`src/hdl/bfl_pkg.sv`:
```
// ----------------------------------------------------------------------------
// bfl_pkg
// Shared sizes, action codes and the search beat type of the bitmap
// first/last bit search.
// ----------------------------------------------------------------------------
`default_nettype none

package bfl_pkg;

  // Bitmap geometry.
  localparam int NUM_WORDS  = 16;
  localparam int WORD_BITS  = 64;
  localparam int TOTAL_BITS = NUM_WORDS * WORD_BITS;

  // Port widths fixed by the interface.
  localparam int ACT_W   = 3;
  localparam int WIDX_W  = 4;
  localparam int DATA_W  = 64;
  localparam int COUNT_W = 11;
  localparam int POS_W   = 11;

  // Internal widths: counts and positions, and a bit index inside one word.
  localparam int CNT_W = ($clog2(TOTAL_BITS + 1) > COUNT_W) ?
                         $clog2(TOTAL_BITS + 1) : COUNT_W;
  localparam int BIT_W = $clog2(WORD_BITS);

  // Action codes.
  localparam logic [ACT_W-1:0] ACT_WRITE      = 3'd0;
  localparam logic [ACT_W-1:0] ACT_FIRST_SET  = 3'd1;
  localparam logic [ACT_W-1:0] ACT_FIRST_ZERO = 3'd2;
  localparam logic [ACT_W-1:0] ACT_LAST_SET   = 3'd3;
  localparam logic [ACT_W-1:0] ACT_LAST_ZERO  = 3'd4;

  // Search beat handed from cell to cell.
  typedef struct packed {
    logic             vld;   // a query is in this stage
    logic             want;  // bit value searched for
    logic             up;    // lowest position wanted
    logic [CNT_W-1:0] cnt;   // saturated bit count
    logic [CNT_W-1:0] base;  // position of bit 0 of the next word
    logic             hit;   // a match has been seen
    logic [CNT_W-1:0] pos;   // position of the match kept so far
  } tok_t;

endpackage

`default_nettype wire

```
`src/hdl/bfl_cell.sv`:
```
// ----------------------------------------------------------------------------
// bfl_cell
// One bitmap word with its search stage: folds the word into the passing
// search beat and registers the beat for the next cell.
// ----------------------------------------------------------------------------
`default_nettype none

module bfl_cell (
  input  logic                          clk,
  input  logic                          rst,
  input  logic                          wr_en,
  input  logic [bfl_pkg::WORD_BITS-1:0] wr_data,
  input  bfl_pkg::tok_t                 tok_in,
  output bfl_pkg::tok_t                 tok_out
);
  import bfl_pkg::*;

  logic [WORD_BITS-1:0] word;
  logic [WORD_BITS-1:0] mask;
  logic [WORD_BITS-1:0] cand;
  logic [CNT_W-1:0]     rem;
  logic                 any;
  logic [BIT_W-1:0]     lo;
  logic [BIT_W-1:0]     hi;
  tok_t                 tok_next;

  // Stored word, all zero after reset.
  always_ff @(posedge clk) begin
    if (rst) begin
      word <= '0;
    end else if (wr_en) begin
      word <= wr_data;
    end
  end

  // Bits of this word that lie below the count.
  always_comb begin
    rem = (tok_in.cnt > tok_in.base) ? (tok_in.cnt - tok_in.base) : '0;
    for (int b = 0; b < WORD_BITS; b++) begin
      mask[b] = (CNT_W'(b) < rem);
    end
    cand = (tok_in.want ? word : ~word) & mask;
    any  = |cand;
  end

  // Lowest and highest matching bit of this word.
  always_comb begin
    lo = '0;
    for (int b = WORD_BITS - 1; b >= 0; b--) begin
      if (cand[b]) lo = BIT_W'(b);
    end
    hi = '0;
    for (int b = 0; b < WORD_BITS; b++) begin
      if (cand[b]) hi = BIT_W'(b);
    end
  end

  // Words pass in rising order: an upward search keeps its first match,
  // a downward search lets every later match replace the one it holds.
  always_comb begin
    tok_next      = tok_in;
    tok_next.base = tok_in.base + CNT_W'(WORD_BITS);
    if (tok_in.up) begin
      if (!tok_in.hit && any) begin
        tok_next.hit = 1'b1;
        tok_next.pos = tok_in.base + CNT_W'(lo);
      end
    end else if (any) begin
      tok_next.hit = 1'b1;
      tok_next.pos = tok_in.base + CNT_W'(hi);
    end
  end

  // Beat register toward the next cell.
  always_ff @(posedge clk) begin
    if (rst) begin
      tok_out <= '0;
    end else begin
      tok_out <= tok_next;
    end
  end

endmodule

`default_nettype wire

```
`config.mk`:
```
export PLATFORM = sky130hd
export DESIGN_NAME = bfl_cell
export DESIGN_NICKNAME = d
export VERILOG_FILES = /design/src/hdl/bfl_pkg.sv /design/src/hdl/bfl_cell.sv
export SDC_FILE = /design/constraint.sdc
export NUM_CORES = 1
export LEC_CHECK = 0
export ABC_AREA = 1
export BUFFER_PORTS_ARGS = -buffer_cell sky130_fd_sc_hd__clkbuf_2
export CAP_MARGIN = 20
export CELL_PAD_IN_SITES_DETAIL_PLACEMENT = 1
export CELL_PAD_IN_SITES_GLOBAL_PLACEMENT = 2
export CORE_ASPECT_RATIO = 1.1
export CORE_UTILIZATION = 27
export DETAILED_ROUTE_END_ITERATION = 7
export GPL_TIMING_DRIVEN = 0
export PLACE_DENSITY = 0.85
export SETUP_SLACK_MARGIN = 0.2
export SYNTH_ARGS = -nofsm -noshare
export SYNTH_HDL_FRONTEND = slang
export SYNTH_SLANG_ARGS = --single-unit
export TNS_END_PERCENT = 1
```
`constraint.sdc`:
```
create_clock -name clk -period 7.2 [get_ports clk]
set_input_delay 1.08 -clock clk [delete_from_list [all_inputs] [get_ports clk]]
set_output_delay 1.08 -clock clk [all_outputs]
set_load 0.01 [all_outputs]
```
Yosys cells after proc, flatten, opt, wreduce, memory -nomap -nowiden --
Cells that the tools add are included. Widths: inputs -> output; s select.
Storage, ports and cells: bits in registers 101, bits of input ports 104, output and inout port bits 37
Cells by class: $add $sub $neg 4, order comparisons 65, muxes and demuxes 132, bitwise logic cells 2, reduce and logical (&&, ||, !) cells 3
Operators by type and width (number):
- $mux 6 | 126
- $lt 6x11->1 const A | 32
- $lt 5x11->1 const A | 16
- $lt 4x11->1 const A | 8
- $and 64x64->64 | 1
- $mux 64 | 1
- $not 64->64 | 1
- $reduce_or 64->1 | 1
- $lt 3x11->1 const A | 4
- $mux 12 | 3
- $add 11x6->11 | 2
- $lt 1x11->1 const A | 2
- $lt 2x11->1 const A | 2
- $add 11x7->11 const B | 1
- $gt 11x11->1 | 1
- $mux 11 | 1
- $sub 11x11->11 | 1
- $logic_and 1x1->1 | 1
- $logic_not 1->1 | 1
- $mux 1 | 1

Logic depth before layout (Yosys ltp) --
Gate-level depths: netlist (run 1).
depth after elaboration 71, mapped depth 91

Least setup slack after synthesis (run 1) --
Ideal clock, no wire load.
kind input-to-reg, start point in tok_in[23] in the netlist's numbering, end point reg tok_out[10] in the netlist's numbering, library setup time 0.126 ns, data arrival time 7.392 ns, setup slack -0.318 ns, cell stages on the path 89, path buffers 0, cells stage by stage inv_1 > ha_1 > inv_1 > fa_1 > nand2_1 > inv_1 > nand2_1 > nand2_1 > nand2_1 > nand2_1 > nand2_1 > nand2_1 > a21oi_2 > nor2_8 > nand2_2 > nand3_1 > nand2_1 > nand2_1 > [53 not listed] > nand2_1 > nand2_1 > nand2_1 > nand2_1 > nand2_1 > a21oi_1 > ha_1 > inv_1 > fa_1 > o21ai_0 > nand3_1 > a21oi_1 > nand2_1 > nor2_1 > xor2_1 > nand2_1 > o211ai_1 > o21ai_0
Between the ends: longest elaborated chain between the ends 71
Ends and longest elaborated chain:
- start, declared | RTL line bfl_cell.sv:13 | input bfl_pkg::tok_t tok_in,
- $sub 11x11->11 or $gt 11x11->1 (tied branches) | RTL line bfl_cell.sv:38 | rem = (tok_in.cnt > tok_in.base) ? (tok_in.cnt - tok_in.base) : '0;
- $mux 11 (*) | RTL line bfl_cell.sv:38
- $lt 6x11->1 | RTL line bfl_cell.sv:40 | mask[b] = (CNT_W'(b) < rem);
- $and 64x64->64 (*) | RTL line bfl_cell.sv:42 | cand = (tok_in.want ? word : ~word) & mask;
- $mux 6 (64 in a row) | RTL line bfl_cell.sv:50 | if (cand[b]) lo = BIT_W'(b);
- $add 11x6->11 | RTL line bfl_cell.sv:66 | tok_next.pos = tok_in.base + CNT_W'(lo);
- $mux 12 | RTL line bfl_cell.sv:64 | if (!tok_in.hit && any) begin
- $mux 12 (*) | RTL line bfl_cell.sv:63 | if (tok_in.up) begin
- end signal, assigned | RTL line bfl_cell.sv:79 | tok_out <= tok_next;
- end, declared | RTL line bfl_cell.sv:14 | output bfl_pkg::tok_t tok_out
Mark *: on every way between the ends. The rest lies on a longest branch, timed or not. A chain may end at the register's enable or synchronous reset.

Worst setup path in the final report (run 1) --
Same ends and word-level chain as after synthesis.

==> impl_metrics.ini, run 1 <==
[global_route]
grt_overflow_total = 0
grt_pass1_vias = 8003
grt.total_usage_pct = 18.5
grt_pass1_wl_um = 41000
grt_max_degree = 17
antenna_found_initial = 0

[yosys]
ys_seq_area_share_pct = 27.5
synth_cells = 1167
synth-warning-count = 0
yosys.area.top_type_share_pct = 27.5
synth_area_um2 = 7370
yosysUniqueCellTypes = 41
synth-seq-cells = 101
yosysTopAreaCell = dfxtp_1
syn_nets = 1298
synth_area_per_cell_um2 = 6.31
synthTopCellsByArea = dfxtp_1, nand2_1, nor2_1, o21ai_0, inv_1

[setup_path]
critPathRequiredTime_ps = 7450
critPathKind = in -> reg
path_delay_family = simple AND/OR/NAND/NOR gates
crit_path_max_incr_delay_ps = 370
start_kind = primary input
critPathCaptureType = flop
cp_num_buf_inv = 6
arrival_ps = 8300
crit_top_cell = nand2_1
cp_max_fo = 8
critPathSlowestCell = fa_2

[cells_and_area]
nets = 1489
layout_commonest_cell = nand2_1
fin_cells = 1720
multiInputGateArea_um2 = 5120
fillers = 3477
fin_util_pct = 35.9
drive_gt1_share_pct = 24.8
final_cell_mix = nand2_1, nor2_1, clkbuf_2, inv_1, dfxtp_1
regArea_um2 = 2020
areaGrowthSynthToFinish_pct = 31.1
diodes = 0

[floorplanning]
rows = 63
io-pin-count = 141
start_util_pct = 27.4
dieHeight_um = 175
core-area_um2 = 26900
dieArea_um2 = 27900
fp.dieW_um = 159

[timing]
hold_viol_final = 0
slew_headroom_pct = 54.5
rsz0062_at_grt = yes
period_minus_slack_ps = 8040
worst_pin_slew_ps = 682
fin_skew_ps = 13.9
setup_ws_ps = -843
timing.fmax_mhz = 124
setup_viol = 10
slew_viol_final = 0
finalCritPeriodShare_pct = 112

[clock_network]
path_clk_slew_ps = 80
cts_buffers = 9
cts.sinks = 101
cts-root-buf = clkbuf_16
clk_latency_ps = 370
cts_tree = done
htreeDepth = 3
cts_max_path_buffers = 2
hold_buffers = 0

[drt]
vias_per_cell = 4.61
drc = 0
wl_per_cell_um = 15.0
wl_um = 25700
ant_nets = 0
firstDrtPassIters = 4
drt_iter0_drc = 331
vias = 7921

[place]
io_buffers = 139
gp_congestion = 0.879
dpl.hpwl_um = 20600
place_inst = 1663

[outcome]
violations = negative setup slack
status = finished with violations

[worst_hold_path]
hp-class = reg -> reg

[flow_run]
cap_violations = 0

[pwr]
p_per_area_nw_per_um2 = 213
vdd_ir_drop_max_mv = 0.0951
p_leak_nw = 4.66
[flip-flops by register name, indices dropped and copies added, names as in the netlist]
register,cells
tok_out,37
word,64
[layer usage]
layer	global-route usage, %	wire, um	vias to the layer above
met5	0	0	-
met4	5.69	421	0
met3	2.16	832	28
met2	32.1	12400	156
met1	23.8	12100	3650
li1	-	-	4087
[worst reg2reg max path: cells and delay by family (launching register included)]
kind | cells | cell delay (ps)
AOI/OAI and AO/OA | 5 | 660
xor gates and xnor gates | 2 | 440
adders and majority gates | 2 | 540
buffers and inverters | 2 | 100
DFF | 1 | 330
and+or+nand+nor | 66 | 4010
[cell usage after synthesis]
library cell	count
a211oi_1	3
a21oi_1	54
a21oi_2	2
a22oi_1	1
a31o_2	1
a31oi_1	3
a32o_1	1
buf_1	1
buf_2	8
buf_6	1
clkbuf_1	27
dfxtp_1	101
fa_1	3
ha_1	24
inv_1	133
inv_2	11
inv_4	1
nand2_1	282
nand2_2	5
nand2_4	6
nand3_1	24
nand3_2	3
nand3b_1	4
nand3b_2	1
nand4_1	3
nor2_1	204
nor2_2	4
nor2_4	3
nor2_8	1
nor3_1	4
o211ai_1	47
o211ai_2	1
o21ai_0	104
o21ai_1	4
o21ai_2	2
o21bai_1	6
o22ai_1	1
o31ai_1	3
or2_2	2
xnor2_1	56
xor2_1	22
[path summary, 6_finish.rpt]
path / from / end / slack, ps / depth (start not counted)
hold / removal: word[23] / word[23] / 480 / 2
setup reg to reg: word[63] / tok_out[10] / 1000 / 77
hold reg to reg: word[23] / word[23] / 480 / 2
setup / recovery: tok_in[23] / tok_out[10] / -840 / 91
[through the flow]
stage | hold WS [ps] | cell area, um2 | total power [mW] | setup slack [ps] | setup TNS (ps)
2_1_floorplan | 448 | 7530 | 1.23 | -47.0 | -47.0
3_3_place_gp | 458 | 8670 | 1.47 | -1710 | -12960
3_5_place_dp | 474 | 8670 | 1.48 | -1780 | -13600
4_1_cts | 486 | 9330 | 2.03 | -856 | -5070
5_1_grt | 510 | 9660 | 2.21 | -1680 | -14640
6_report | 482 | 9660 | 2.06 | -843 | -5530
[cell families after synthesis]
family / count (synthesis) / synth area share, %
AO/OA/AOI/OAI: 233 / 18.4
buffers and inverters: 182 / 9.55
AND/OR/NAND/NOR: 546 / 30.5
adder cells (fa/ha/maj): 27 / 4.89
XOR/XNOR: 78 / 9.27
flip-flops: 101 / 27.5
[area by class of cell]
class / count / share of cell area, %
Multi-Input combinational cell: 884 / 53.1
Sequential cell: 101 / 20.9
Timing Repair Buffer: 180 / 10.9
Inverter: 145 / 5.91
Tap cell: 357 / 4.63
Clock buffer: 12 / 2.66
Buffer: 37 / 1.62
Clock inverter: 4 / 0.311
[power by group]
| group | total [mW] | internal (mW) | switching [mW] | leakage, nW |
|---|---|---|---|---|
| Combinational | 0.951 | 0.355 | 0.596 | 3.68 |
| Sequential | 0.623 | 0.600 | 0.0224 | 0.841 |
| Clock | 0.485 | 0.255 | 0.230 | 0.139 |
| Total | 2.06 | 1.21 | 0.848 | 4.66 |
[repair_timing]
action | in CTS | in global routing
endpoints found under the setup margin | 11 | 11
pin swaps | 31 | 61
resized for setup | 42 | 86
setup buffers | 27 | 14
No activity file was read; power rests on OpenSTA's default activity.
==> run 2, diff against run 1 <==
GPL_TIMING_DRIVEN = 1   (was 0)
SKIP_LAST_GASP = 1   (was not set)
==> impl_metrics.ini, run 2 (synthesized netlist as in run 1, its figures left out) <==
[cells_and_area]
largest_reg_flops = 64
regArea_um2 = 2020
areaGrowthSynthToFinish_pct = 41.9
finish.instance_area_um2 = 10400
multiInputGateArea_um2 = 4930
reg_top3 = word (64), tok_out (37)
diodes = 0
fin_cells = 1833
fillers = 3522
fin_util_pct = 38.9
nets = 1602
top_register = word
layout_commonest_cell = nand2_1
final_cell_mix = nand2_1, nor2_1, buf_4, clkbuf_2, inv_1
drive_gt1_share_pct = 30.0

[setup_path]
r2r_start = word[63]
critPathCapture = tok_out[10]
reg2reg_to = tok_out[10]
critPathRequiredTime_ps = 7450
reg2reg_depth = 77
crit_start = tok_in[13]
arrival_ps = 7890
cp_num_buf_inv = 6
cp_max_fo = 4
ff2ff_setup_slack_ps = 1370
path_depth = 86
critPathSlowestCell = fa_2
path_delay_family = simple AND/OR/NAND/NOR gates
start_kind = primary input
critPathKind = in -> reg
crit_path_max_incr_delay_ps = 440
crit_top_cell = nand2_1
critPathCaptureType = flop

[drt]
drt_iter0_drc = 359
drc = 0
wl_per_cell_um = 14.5
ant_nets = 0
vias = 8442
wl_um = 26600
vias_per_cell = 4.61
firstDrtPassIters = 5

[clock_network]
htreeDepth = 3
cts_tree = done
path_clk_slew_ps = 70
clk_latency_ps = 370
cts_max_path_buffers = 2
cts-root-buf = clkbuf_16
cts.sinks = 101
cts_buffers = 9

[timing]
hold_viol_final = 0
setup_viol = 8
rsz0062_at_grt = yes
timing.fmax_mhz = 131
setup_ws_ps = -439
slew_viol_final = 0
slew_headroom_pct = 47.3
finalCritPeriodShare_pct = 106
period_minus_slack_ps = 7640
fin_skew_ps = 13.6
hold_ws_ps = 487
worst_pin_slew_ps = 787
fin_tns_setup_ps = -2870

[place]
gp_congestion = 0.878
dp_slack_ps = -965
place_inst = 1797
placed_area_um2 = 9800
dpl.hpwl_um = 21400
io_buffers = 140

[pwr]
p_leak_nw = 5.28
vdd_ir_drop_max_mv = 0.0992
p_total_mw = 2.32
p_per_area_nw_per_um2 = 222

[global_route]
grt_max_degree = 69
grt_pass1_wl_um = 43400
antenna_found_initial = 0
grt_pass1_vias = 8664
grt_overflow_total = 0
grt.total_usage_pct = 19.3

[worst_hold_path]
hp-class = reg -> reg

[floorplanning]
io-pin-count = 141
fp.dieW_um = 159
start_util_pct = 27.4
core-area_um2 = 26900
dieArea_um2 = 27900
dieHeight_um = 175
rows = 63

[flow_run]
cap_violations = 0

[outcome]
status = finished with violations
violations = negative setup slack
-- run 2: worst min-delay path: stages (launching register included) --
cell	delay, ps
dfxtp_1	310
inv_1	70
a21oi_1	60
-- run 2: where the power goes --
group / total, mW / leakage (nW) / internal (mW) / switching [mW]
logic: 1.11 / 4.27 / 0.492 / 0.617
clock network: 0.593 / 0.175 / 0.353 / 0.239
registers: 0.623 / 0.841 / 0.600 / 0.0223
-- run 2: area by class of cell --
type / count / share of cell area [%]
Sequential cell: 101 / 19.4
Tap cell: 357 / 4.27
Inverter: 145 / 5.27
Multi-Input combinational cell: 884 / 47.2
Clock buffer: 10 / 2.29
Timing Repair Buffer: 330 / 20.5
Clock inverter: 6 / 1.14
-- run 2: per-layer routing --
layer / up-vias / routed length [um] / global-route usage (%)
li1: 4313 / - / -
met1: 3926 / 12300 / 24.5
met2: 175 / 12800 / 33.7
met3: 28 / 880 / 2.71
met4: 0 / 537 / 5.93
met5: - / 0 / 0
-- run 2: timing repair --
action | in CTS | in global routing
setup buffers | 6 | 13
hold buffers | 0 | 0
resized for setup | 20 | 29
pin swaps | 22 | 37
endpoints found under the setup margin | 10 | 11
-- run 2: worst min-delay path by stage --
stage,from,end,slack (ps),cells past startpoint
after floorplan,word[15],word[15],450,2
after global placement,word[15],word[15],460,2
after detailed placement,word[55],word[55],470,2
after CTS,word[55],word[55],480,2
after global routing,word[23],word[23],510,2
final,word[55],word[55],490,2
